**config.mk**
```make
export PLATFORM = sky130hd
export DESIGN_NAME = intel_hex_record_parser
export DESIGN_NICKNAME = d
export VERILOG_FILES = /design/src/sv/hrp_pkg.sv /design/src/sv/hrp_step.sv /design/src/sv/intel_hex_record_parser.sv
export SDC_FILE = /design/constraint.sdc
export NUM_CORES = 1
export LEC_CHECK = 0
export CORE_MARGIN = 2
export CORE_UTILIZATION = 30
export DETAILED_ROUTE_END_ITERATION = 16
export DONT_BUFFER_PORTS = 1
export PLACE_DENSITY_LB_ADDON = 0.15
export SYNTH_ARGS = -nofsm -noshare
export SYNTH_HDL_FRONTEND = slang
export SYNTH_SLANG_ARGS = --single-unit
```
**constraint.sdc**
```tcl
create_clock -name clk_i -period 7.6 [get_ports clk_i]
set_input_delay 0.76 -clock clk_i [delete_from_list [all_inputs] [get_ports clk_i]]
set_output_delay 0.76 -clock clk_i [all_outputs]
set_load 0.01 [all_outputs]
```
**src/sv/hrp_pkg.sv**
```systemverilog
// Shared types, codes and helper functions of the Intel HEX record parser.
// No dependencies.
`default_nettype none

package hrp_pkg;

  typedef enum logic [6:0] {
    PH_WAIT  = 7'b0000001,
    PH_COUNT = 7'b0000010,
    PH_ADDR  = 7'b0000100,
    PH_TYPE  = 7'b0001000,
    PH_DATA  = 7'b0010000,
    PH_CSUM  = 7'b0100000,
    PH_DONE  = 7'b1000000
  } phase_e;

  localparam logic [1:0] KIND_CHAR    = 2'd0;
  localparam logic [1:0] KIND_RESTART = 2'd1;
  localparam logic [1:0] KIND_EOI     = 2'd2;

  localparam logic [2:0] ST_DATA     = 3'd0;
  localparam logic [2:0] ST_OK       = 3'd1;
  localparam logic [2:0] ST_EOF      = 3'd2;
  localparam logic [2:0] ST_BADSTART = 3'd3;
  localparam logic [2:0] ST_CSUM     = 3'd4;
  localparam logic [2:0] ST_UNKTYPE  = 3'd5;
  localparam logic [2:0] ST_BADLEN   = 3'd6;
  localparam logic [2:0] ST_EARLY    = 3'd7;

  localparam logic [7:0] REC_DATA = 8'h00;
  localparam logic [7:0] REC_EOF  = 8'h01;
  localparam logic [7:0] REC_SEG  = 8'h02;
  localparam logic [7:0] REC_LIN  = 8'h04;

  localparam logic [7:0] CHAR_COLON   = 8'h3A;
  localparam logic [7:0] CHAR_ZERO    = 8'h30;
  localparam logic [7:0] CHAR_NINE    = 8'h39;
  localparam logic [7:0] CHAR_UPPER_F = 8'h46;
  localparam logic [7:0] UPPER_BIAS   = 8'h37;  // 'A' - 10
  localparam logic [7:0] LOWER_BIAS   = 8'h57;  // 'a' - 10

  localparam logic [7:0] ADDR_BYTES = 8'd2;
  localparam logic [7:0] BASE_BYTES = 8'd2;

  typedef struct packed {
    phase_e      phase;
    logic        hnp;
    logic [15:0] partial;
    logic [7:0]  byte_count;
    logic [15:0] offset;
    logic [7:0]  type_byte;
    logic [7:0]  sum;
    logic [7:0]  seen;
    logic [31:0] base;
    logic [15:0] line_cnt;
    logic        halted;
  } parse_state_t;

  typedef struct packed {
    logic [2:0]  status;
    logic [31:0] address;
    logic [7:0]  data_byte;
    logic [7:0]  record_type;
    logic [7:0]  given;
    logic [7:0]  computed;
    logic [15:0] line_number;
  } result_t;

  localparam parse_state_t STATE_RESET = '{
    phase:      PH_WAIT,
    hnp:        1'b0,
    partial:    16'd0,
    byte_count: 8'd0,
    offset:     16'd0,
    type_byte:  8'd0,
    sum:        8'd0,
    seen:       8'd0,
    base:       32'd0,
    line_cnt:   16'd0,
    halted:     1'b0
  };

  // Low four bits of the digit formula; non-hex text folds in the same way.
  function automatic logic [3:0] nibble_of(input logic [7:0] c);
    logic [7:0] v;
    if (c <= CHAR_NINE) begin
      v = c - CHAR_ZERO;
    end else if (c <= CHAR_UPPER_F) begin
      v = c - UPPER_BIAS;
    end else begin
      v = c - LOWER_BIAS;
    end
    return v[3:0];
  endfunction

  function automatic logic is_space(input logic [7:0] c);
    return (c == 8'h20) || (c == 8'h09) || (c == 8'h0A) ||
           (c == 8'h0B) || (c == 8'h0C) || (c == 8'h0D);
  endfunction

endpackage

`default_nettype wire

```
**src/sv/hrp_step.sv**
```systemverilog
// Next-state and result logic of the parser for one accepted transaction.
// Depends on hrp_pkg.
`default_nettype none

module hrp_step (
  input  hrp_pkg::parse_state_t st_i,
  input  logic [1:0]            kind_i,
  input  logic [7:0]            character_i,
  output hrp_pkg::parse_state_t st_o,
  output logic                  res_valid_o,
  output hrp_pkg::result_t      res_o
);

  logic [15:0] pv_next;
  logic [7:0]  byte_v;
  logic [7:0]  sum_next;
  logic [7:0]  seen_inc;
  logic [7:0]  computed;

  assign pv_next  = {st_i.partial[11:0], hrp_pkg::nibble_of(character_i)};
  assign byte_v   = pv_next[7:0];
  assign sum_next = st_i.sum + byte_v;
  assign seen_inc = st_i.seen + 8'd1;
  assign computed = 8'd0 - st_i.sum;

  always_comb begin
    st_o                = st_i;
    res_valid_o         = 1'b0;
    res_o               = '0;
    res_o.record_type   = st_i.type_byte;
    res_o.line_number   = st_i.line_cnt;

    if (kind_i == hrp_pkg::KIND_RESTART) begin
      st_o = hrp_pkg::STATE_RESET;
    end else if (((kind_i == hrp_pkg::KIND_CHAR) || (kind_i == hrp_pkg::KIND_EOI)) &&
                 !st_i.halted && (st_i.phase != hrp_pkg::PH_DONE)) begin
      if (kind_i == hrp_pkg::KIND_EOI) begin
        st_o.halted  = 1'b1;
        res_valid_o  = 1'b1;
        res_o.status = hrp_pkg::ST_EARLY;
      end else if (st_i.phase == hrp_pkg::PH_WAIT) begin
        if (hrp_pkg::is_space(character_i)) begin
          st_o = st_i;
        end else if (character_i != hrp_pkg::CHAR_COLON) begin
          st_o.halted  = 1'b1;
          res_valid_o  = 1'b1;
          res_o.status = hrp_pkg::ST_BADSTART;
        end else begin
          st_o.hnp        = 1'b0;
          st_o.partial    = 16'd0;
          st_o.byte_count = 8'd0;
          st_o.offset     = 16'd0;
          st_o.type_byte  = 8'd0;
          st_o.sum        = 8'd0;
          st_o.seen       = 8'd0;
          st_o.phase      = hrp_pkg::PH_COUNT;
        end
      end else begin
        st_o.partial = pv_next;
        if (!st_i.hnp) begin
          st_o.hnp = 1'b1;
        end else begin
          st_o.hnp = 1'b0;
          unique case (st_i.phase)
            hrp_pkg::PH_COUNT: begin
              st_o.byte_count = byte_v;
              st_o.sum        = sum_next;
              st_o.seen       = 8'd0;
              st_o.phase      = hrp_pkg::PH_ADDR;
            end
            hrp_pkg::PH_ADDR: begin
              st_o.sum  = sum_next;
              st_o.seen = seen_inc;
              if (seen_inc >= hrp_pkg::ADDR_BYTES) begin
                st_o.offset = pv_next;
                st_o.phase  = hrp_pkg::PH_TYPE;
              end
            end
            hrp_pkg::PH_TYPE: begin
              st_o.type_byte    = byte_v;
              st_o.sum          = sum_next;
              st_o.seen         = 8'd0;
              st_o.partial      = 16'd0;
              res_o.record_type = byte_v;
              if (byte_v == hrp_pkg::REC_EOF) begin
                st_o.phase   = hrp_pkg::PH_DONE;
                res_valid_o  = 1'b1;
                res_o.status = hrp_pkg::ST_EOF;
              end else if (byte_v == hrp_pkg::REC_DATA) begin
                st_o.phase = (st_i.byte_count == 8'd0) ? hrp_pkg::PH_CSUM : hrp_pkg::PH_DATA;
              end else if ((byte_v == hrp_pkg::REC_SEG) || (byte_v == hrp_pkg::REC_LIN)) begin
                if (st_i.byte_count != hrp_pkg::BASE_BYTES) begin
                  st_o.halted  = 1'b1;
                  res_valid_o  = 1'b1;
                  res_o.status = hrp_pkg::ST_BADLEN;
                end else begin
                  st_o.phase = hrp_pkg::PH_DATA;
                end
              end else begin
                st_o.halted  = 1'b1;
                res_valid_o  = 1'b1;
                res_o.status = hrp_pkg::ST_UNKTYPE;
              end
            end
            hrp_pkg::PH_DATA: begin
              st_o.sum  = sum_next;
              st_o.seen = seen_inc;
              if (st_i.type_byte == hrp_pkg::REC_DATA) begin
                res_valid_o     = 1'b1;
                res_o.status    = hrp_pkg::ST_DATA;
                res_o.address   = st_i.base + {16'd0, st_i.offset} + {24'd0, st_i.seen};
                res_o.data_byte = byte_v;
              end
              if (seen_inc == st_i.byte_count) begin
                if (st_i.type_byte == hrp_pkg::REC_SEG) begin
                  st_o.base = {12'd0, pv_next, 4'd0};
                end else if (st_i.type_byte == hrp_pkg::REC_LIN) begin
                  st_o.base = {pv_next, 16'd0};
                end
                st_o.phase = hrp_pkg::PH_CSUM;
              end
            end
            hrp_pkg::PH_CSUM: begin
              res_valid_o    = 1'b1;
              res_o.given    = byte_v;
              res_o.computed = computed;
              if (byte_v != computed) begin
                st_o.halted  = 1'b1;
                res_o.status = hrp_pkg::ST_CSUM;
              end else begin
                res_o.status = hrp_pkg::ST_OK;
                if (st_i.line_cnt != 16'hFFFF) begin
                  st_o.line_cnt = st_i.line_cnt + 16'd1;
                end
                st_o.hnp        = 1'b0;
                st_o.partial    = 16'd0;
                st_o.byte_count = 8'd0;
                st_o.offset     = 16'd0;
                st_o.type_byte  = 8'd0;
                st_o.sum        = 8'd0;
                st_o.seen       = 8'd0;
                st_o.phase      = hrp_pkg::PH_WAIT;
              end
            end
            default: begin
              st_o = st_i;
            end
          endcase
        end
      end
    end
  end

endmodule

`default_nettype wire

```
**src/sv/intel_hex_record_parser.sv**
```systemverilog
// Top level of the Intel HEX record parser: parser state, result register, skid stage.
// Depends on hrp_pkg and hrp_step.
//
// Usage:
//   Input channel (in_valid_i / in_stall_o) carries one transaction per text
//   character, restart or end of input, selected by kind_i.
//   Output channel (out_valid_o / out_stall_i) carries at most one result per
//   input transaction: data bytes, record ok, eof or an error status.
//   Throughput: one input transaction per cycle while in_stall_o is low,
//   as the parser state is updated from each accepted transaction.
//   Output: each result is registered, into the skid stage while the output is held.
//   Reset: the parser waits for a colon with base address and record count
//   cleared; no result is pending.
//   Stall: while out_stall_i holds a result, one more result is kept in a
//   skid stage; in_stall_o rises once that stage is occupied and falls when
//   it drains.
//   After an error the parser ignores input until a restart transaction.
`default_nettype none

module intel_hex_record_parser (
  input  logic        clk_i,
  input  logic        rst_ni,
  input  logic        in_valid_i,
  output logic        in_stall_o,
  input  logic [1:0]  kind_i,
  input  logic [7:0]  character_i,
  output logic        out_valid_o,
  input  logic        out_stall_i,
  output logic [2:0]  status_o,
  output logic [31:0] address_o,
  output logic [7:0]  data_byte_o,
  output logic [7:0]  record_type_o,
  output logic [7:0]  given_checksum_o,
  output logic [7:0]  computed_checksum_o,
  output logic [15:0] line_number_o
);

  hrp_pkg::parse_state_t st_q;
  hrp_pkg::parse_state_t st_d;
  hrp_pkg::result_t      res;
  hrp_pkg::result_t      out_q;
  hrp_pkg::result_t      skid_q;
  logic                  res_valid;
  logic                  out_valid_q;
  logic                  skid_valid_q;
  logic                  in_accept;
  logic                  out_free;
  logic                  res_load;

  hrp_step u_step (
    .st_i        (st_q),
    .kind_i      (kind_i),
    .character_i (character_i),
    .st_o        (st_d),
    .res_valid_o (res_valid),
    .res_o       (res)
  );

  assign in_stall_o = skid_valid_q;
  assign in_accept  = in_valid_i && !in_stall_o;
  assign out_free   = !out_valid_q || !out_stall_i;
  assign res_load   = in_accept && res_valid;

  always_ff @(posedge clk_i or negedge rst_ni) begin
    if (!rst_ni) begin
      st_q         <= hrp_pkg::STATE_RESET;
      out_valid_q  <= 1'b0;
      skid_valid_q <= 1'b0;
    end else begin
      if (in_accept) begin
        st_q <= st_d;
      end
      if (res_load) begin
        if (out_free) begin
          out_valid_q <= 1'b1;
        end else begin
          skid_valid_q <= 1'b1;
        end
      end else if (out_free) begin
        out_valid_q  <= skid_valid_q;
        skid_valid_q <= 1'b0;
      end
    end
  end

  always_ff @(posedge clk_i) begin
    if (res_load) begin
      if (out_free) begin
        out_q <= res;
      end else begin
        skid_q <= res;
      end
    end else if (out_free && skid_valid_q) begin
      out_q <= skid_q;
    end
  end

  assign out_valid_o         = out_valid_q;
  assign status_o            = out_q.status;
  assign address_o           = out_q.address;
  assign data_byte_o         = out_q.data_byte;
  assign record_type_o       = out_q.record_type;
  assign given_checksum_o    = out_q.given;
  assign computed_checksum_o = out_q.computed;
  assign line_number_o       = out_q.line_number;

endmodule

`default_nettype wire

```
==> reports/results.tsv, run 1 <==
stage	metric	value	unit
run_status	outcome	completed	
power_and_ir_drop	power.switching	0.001729	W
routing	wl_per_cell	19.91	um
sta	period_share	0.6427	
cts	clkTransAtPathRegs	60	ps
routing	drt_iter0_markers	560	
synth	ys_types	71	
worst_setup_path	worstReg2RegStart	st_q[116]	
synth	yosys-mux-area-fraction	0.08956	
layout	multi_input_area	6311	um2
die	core_area	47750	um2
routing	ant_nets	0	
worst_setup_path	crit_type	reg -> reg	
routing	vias_per_cell	5.116	
synth	yosysSeqAreaShare	0.5418	
synth	synthCells	1275	
die	dieArea	50160	um2
global_route	antenna_found_initial	0	
sta	hold_viol	0	
power_and_ir_drop	p_seq_frac	0.430	
worst_setup_path	r2r_end	skid_q[44]	
layout	fillers	4691	
synth	async_reset_ff_frac	0.4093	
synth	synth.net_count	1341	
synth	synth_edf_count	166	
cts	cts_setup_buffers	0	
worst_setup_path	crit_start	st_q[116]	
die	die_w	224.0	um
sta	clock-skew-final	19.61	ps
cts	ctsResizeCount	0	
cts	clock_latency	570	ps
layout	antenna_cells	0	
routing	dr.pass1.iters	5	
routing	vias	9684	
power_and_ir_drop	combPwrFrac	0.267	
cts	cts_tree	built	
global_route	grt_use_total	0.1510	
worst_setup_path	cp-endpoint	skid_q[44]	
synth	ys_seq_elements	281	
synth	synthSimpleGateAreaFrac	0.1390	
worst_setup_path	crit_fanout	48	
sta	min_period	4885	ps
die	rows	80	
worst_setup_path	worstSetupStartpointType	register	
cts	htree_num_levels	1	
routing	finalWirelength	37.69	mm
synth	yosys.area_share.adder	0.04948	
synth	syn_area	14520	um2
hold_path	hp-class	in -> async	
routing	drc	0	
die	ios	99	
flow_run	drv_cap	0	
power_and_ir_drop	peakVddDrop	0.1443	mV
placed_design	dp_hpwl	25.93	mm
power_and_ir_drop	clkPwrFrac	0.303	
layout	register_area	7864	um2
global_route	grt_pass1_vias	9941	
power_and_ir_drop	internal_power	0.003265	W
cts	cts_buffers	31	
worst_setup_path	cp.required	7800	ps
cts	cts_buffer_depth	3	
placed_design	place_inst	1834	
layout	area_growth	11.52	%
worst_setup_path	r2r_slack	2720	ps
sta	setup_violations	0	
cts	clockRootBuffer	clkbuf_16	
power_and_ir_drop	swShare	0.3462	
worst_setup_path	cp.arrival	5080	ps
power_and_ir_drop	p_leak	6.387	nW
synth	synth-xor-area-share	0.03232	
worst_setup_path	worst_setup_path_end_kind	register	
power_and_ir_drop	p_total	0.004994	W
global_route	gr-total-overflow	0	
synth	synth_top_family_by_area	simple AND/OR/NAND/NOR gates	
die	start_util	0.3040	
synth	syn_avg_cell_area	11.38	um2
power_and_ir_drop	cellPowerDensity	308.5	nW/um2
die	die_y	224.0	um
global_route	grt_max_degree	115	
sta	slew_viol_final	0	
cts	clock-sinks	281	
layout	layout.nets	1320	
sta	rsz0062_at_grt	false	
worst_setup_path	reg2regPathDepth	9	
sta	setup_tns	0	ps
sta	tightest_slew	1283	ps
sta	maxSlewHeadroom	0.1378	
global_route	grt_pass1_wl	59.56	mm
synth	synthFlopType	edfxtp_1	
synth	yosysWarnings	0	
layout	stdcell_count	1893	
placed_design	io_buffers	0	
sta	fmax	0.2047	GHz
synth	synth_compound_area_frac	0.1210	
layout	drive_gt1_frac	0.1385	
placed_design	gp_congestion	0.8559	
-- cell usage in the layout, fill, tap and decap left out, types with 33 or more instances in the layout --
cell,instances
o31ai_1,50
and3_1,33
nor2_1,106
edfxtp_1,166
ha_1,46
nand2_1,112
a21oi_1,34
o21ai_0,78
mux2_2,103
dfrtp_1,114
xnor2_1,34
nand3_1,36
-- power by group through the flow --
stage,sequential (W),clock (W),combinational (W)
final,0.00215,0.00151,0.00133
after global routing,0.00219,0.00163,0.00150
after CTS,0.00215,0.00156,0.00135
after detailed placement,0.00218,0,0.00132
after global placement,0.00218,0,0.00133
after floorplan,0.00203,0,0.00103
-- worst max-delay path, cell delays in order (launching register included) --
cell and delay, ps:
dfrtp_1 470, nor4_1 760, nand3_1 410, nor2_1 320, a21o_1 220, a21oi_1 70
a211o_4 590, inv_2 390, ha_4 650, buf_4 550
-- worst min-delay path by stage --
stage	end	from	slack, ps
2_1_floorplan	in_stall_o	rst_ni	460
3_3_place_gp	st_q[61]	rst_ni	470
3_5_place_dp	st_q[61]	rst_ni	480
4_1_cts	st_q[117]	rst_ni	160
5_1_grt	st_q[117]	rst_ni	170
6_report	st_q[117]	rst_ni	110
-- final cells by class --
| type | instances | area share |
|---|---|---|
| inverter | 32 | 0.007420 |
| clock inverter | 9 | 0.006106 |
| sequential | 281 | 0.4858 |
| timing repair buffer | 11 | 0.006493 |
| clock buffer | 48 | 0.05681 |
| multi-input combinational | 897 | 0.3899 |
| tap | 615 | 0.04753 |
-- routing by layer --
metal,track usage,vias to the layer above,routed length [um]
met5,0,-,0
li1,-,4695,-
met1,0.2025,4804,17180
met4,0.03892,0,713
met2,0.2548,147,18270
met3,0.02335,38,1524
-- state kept, by name, summed over array words and instances, names as in the netlist --
register	cells
status_o	3
line_number_o	16
computed_checksum_o	8
skid_q	83
record_type_o	8
st_q	113
out_valid_o	1
in_stall_o	1
given_checksum_o	8
address_o	32
data_byte_o	8
-- synth_stat cells, drive strengths merged (34+ instances only) --
| cell type | number | share of area |
|---|---|---|
| o21ai | 79 | 0.027 |
| o31ai | 50 | 0.026 |
| edfxtp | 166 | 0.34 |
| dfrtp | 114 | 0.20 |
| ha | 47 | 0.041 |
| mux2 | 103 | 0.080 |
| nand3 | 36 | 0.012 |
| xnor2 | 34 | 0.021 |
| nand2 | 112 | 0.029 |
| nor2 | 107 | 0.028 |
| clkbuf | 56 | 0.015 |
| a21oi | 34 | 0.012 |
-- logic make-up after synthesis --
| group | count (synthesis) |
|---|---|
| compound gates | 262 |
| fa+ha+maj | 55 |
| simple gates | 411 |
| flops | 281 |
| xor+xnor | 52 |
| buf+inv | 97 |
| mux | 117 |
-- stage by stage --
step | hold slack [ps] | util | setup WS (ps) | area, um2
2_1_floorplan | 464.4 | - | 830.3 | 14520
3_3_place_gp | 474.6 | 0.3169 | 2569 | 15130
3_5_place_dp | 475.0 | 0.3169 | 2511 | 15130
4_1_cts | 164.9 | 0.3390 | 2638 | 16190
5_1_grt | 174.0 | 0.3390 | 2347 | 16190
6_report | 113.3 | 0.3390 | 2715 | 16190
-- what timing repair did --
action,in CTS,in global routing
hold buffers,2,0
endpoints found under the setup margin,0,0
hold endpoints to repair,114,0
No activity file was read; power rests on OpenSTA's default activity.
==> run 2: changes to the inputs <==
--- a/config.mk
+++ b/config.mk
@@ -5,6 +5,7 @@
 export SDC_FILE = /design/constraint.sdc
 export NUM_CORES = 1
 export LEC_CHECK = 0
+export ABC_AREA = 1
 export CORE_MARGIN = 2
 export CORE_UTILIZATION = 30
 export DETAILED_ROUTE_END_ITERATION = 16
==> constraint.sdc (replaced) <==
create_clock -name clk_i -period 4.85 [get_ports clk_i]
set_input_delay 0.485 -clock clk_i [delete_from_list [all_inputs] [get_ports clk_i]]
set_output_delay 0.485 -clock clk_i [all_outputs]
set_load 0.01 [all_outputs]
==> reports/results.tsv, run 2 <==
stage	metric	value	unit
run_status	outcome	completed	
layout	antenna_cells	0	
global_route	grt_pass1_vias	11300	
cts	clock_latency	540	ps
routing	vias_per_cell	4.848	
flow_run	drv_cap	0	
worst_setup_path	worstSetupStartpointType	register	
routing	ant_nets	0	
synth	yosysSeqAreaShare	0.5257	
synth	synth.top_cells.by_area	edfxtp_1, dfrtp_1, nand2_1	
placed_design	placed_area	15660	um2
placed_design	gp_congestion	0.8466	
routing	vias	11780	
synth	synth.net_count	1815	
sta	maxSlewHeadroom	0.3429	
die	die_y	227.3	um
cts	clkTransAtPathRegs	60	ps
routing	drt_iter0_markers	896	
synth	netlist.area_leader.share	0.3332	
worst_setup_path	crit_type	reg -> reg	
layout	area_growth	12.25	%
die	dieArea	51660	um2
synth	synth_most_common_cell	nand2_1	
synth	synth_top_area_cell	edfxtp_1	
sta	hold_viol	0	
sta	min_period	3687	ps
cts	htree_num_levels	2	
routing	wl_per_cell	17.52	um
worst_setup_path	cp.required	5260	ps
synth	ys_types	46	
worst_setup_path	worst_setup_path_end_kind	register	
hold_path	hp-class	in -> reg	
global_route	gr-total-overflow	0	
synth	async_reset_ff_frac	0.4093	
sta	tightest_slew	980.3	ps
layout	largest_reg_flops	113	
global_route	grt_max_degree	116	
die	ios	99	
sta	clock-skew-final	14.99	ps
sta	rsz0062_at_grt	false	
worst_setup_path	reg2regPathDepth	11	
die	rows	81	
synth	synthFlopType	edfxtp_1	
global_route	grt_pass1_wl	67.41	mm
cts	cts_tree	built	
worst_setup_path	crit_start	st_q[113]	
cts	cts_buffer_depth	3	
synth	yosysWarnings	0	
power_and_ir_drop	peakVddDrop	0.2041	mV
layout	fillers	5163	
cts	clock-sinks	281	
sta	fmax	0.2712	GHz
power_and_ir_drop	cellPowerDensity	499.2	nW/um2
die	core_area	49050	um2
layout	top_register	st_q	
cts	cts_setup_buffers	0	
worst_setup_path	r2r_end	address_o[16]	
global_route	grt_use_total	0.1689	
synth	syn_avg_cell_area	8.552	um2
synth	ys_top_cells_by_count	nand2_1, nand3_1, nor2_1	
worst_setup_path	worstReg2RegStart	st_q[113]	
layout	final_common_cell	nand2_1	
synth	syn_area	14960	um2
routing	dr.pass1.iters	7	
sta	slew_viol_final	0	
sta	hold-worst-slack	256.5	ps
layout	design_area	16790	um2
sta	setup_tns	0	ps
synth	ys_seq_elements	281	
synth	synthCells	1749	
cts	clockRootBuffer	clkbuf_16	
sta	setup_violations	0	
worst_setup_path	cp-endpoint	address_o[16]	
worst_setup_path	cp.arrival	4090	ps
worst_setup_path	crit_fanout	25	
placed_design	io_buffers	0	
layout	layout_common_cells	nand2_1, nand3_1, nor2_1	
layout	drive_gt1_frac	0.06229	
layout	layout.nets	1807	
routing	finalWirelength	42.58	mm
layout	stdcell_count	2430	
sta	period_share	0.7602	
placed_design	dp_hpwl	30.26	mm
synth	synth_edf_count	166	
die	die_w	227.3	um
placed_design	place_inst	2367	
worst_setup_path	r2r_slack	1160	ps
global_route	antenna_found_initial	0	
power_and_ir_drop	p_leak	7.401	nW
die	start_util	0.3049	
cts	cts_buffers	34	
routing	drc	0	
power_and_ir_drop	p_total	0.008382	W
## run 2: cell types whose count changed after synthesis, sizes merged, moves of 19 or more
cell    previous run  this run
nand2            112       528
nand3             36       204
inv               32       146
mux2             103         0
nor2             107       175
o31ai             50         0
and3              33         0
o21ai             79       109
a21oi             34        62
xnor2             34         6
clkbuf            56        32
buf                9        29
and2              19         0
nand4              4        23
## run 2: where the power goes
part           leakage (nW)  internal (W)  switching [W]
logic                  3.69      0.000692        0.00183
registers              3.17       0.00295       0.000378
clock network         0.543       0.00150        0.00104
total                  7.40       0.00514        0.00324
## run 2: kinds of logic (layout without fill, tap and decap cells)
| family | after synthesis | count (layout) | synth area share |
|---|---|---|---|
| buffers and inverters | 209 | 226 | 0.05805 |
| and+or+nand+nor | 977 | 977 | 0.2814 |
| xor gates and xnor gates | 30 | 30 | 0.01807 |
| AOI/OAI and AO/OA | 200 | 200 | 0.07077 |
| DFF | 281 | 281 | 0.5257 |
| adders and majority gates | 52 | 52 | 0.04601 |
## run 2: worst min path at each step
| stage | startpoint | to | slack [ps] | cells after the start |
|---|---|---|---|---|
| floorplan | rst_ni | in_stall_o | 190 | 0 |
| global placement | rst_ni | st_q[8] | 200 | 0 |
| detailed placement | rst_ni | st_q[8] | 200 | 0 |
| CTS | out_stall_i | out_valid_o | 240 | 2 |
| global route | out_stall_i | out_valid_o | 250 | 2 |
| finish | out_stall_i | out_valid_o | 260 | 2 |
## run 2: layer usage
metal  global-route usage  routed length (um)
met3              0.03356                2071
met4              0.04069                 835
met1               0.2457               20780
met5                    0                   0
met2               0.2573               18890
## run 2: what timing repair did
action,CTS,global route
hold endpoints to repair,115,0
hold buffers,2,0
gates resized for setup,0,0
## run 2: area by class of cell
class | instances | area (um2) | area share
Clock buffer | 42 | 954.7 | 0.05686
Clock inverter | 19 | 142.6 | 0.008495
Inverter | 148 | 558.0 | 0.03324
Multi-Input combinational cell | 1259 | 6265 | 0.3731
Sequential cell | 281 | 7864 | 0.4684
Tap cell | 664 | 830.8 | 0.04948
Timing Repair Buffer | 17 | 175.2 | 0.01043
## run 2: stage by stage
stage | utilization | setup slack (ps)
6_report | 0.3423 | 1163
5_1_grt | 0.3423 | 834.7
4_1_cts | 0.3423 | 1104
3_5_place_dp | 0.3192 | 1116
3_3_place_gp | 0.3192 | 1163
2_1_floorplan | - | 177.4
## run 2: critical path, stage by stage, from the launching register on
cell and delay [ps]:
dfrtp_1 500, clkinv_1 560, nor2_1 320, nand2_1 410, nor3_2 360, nand2_1 90
buf_4 240, inv_1 430, o21ai_0 180, a21oi_1 210, nand3_1 100, nand2_1 110
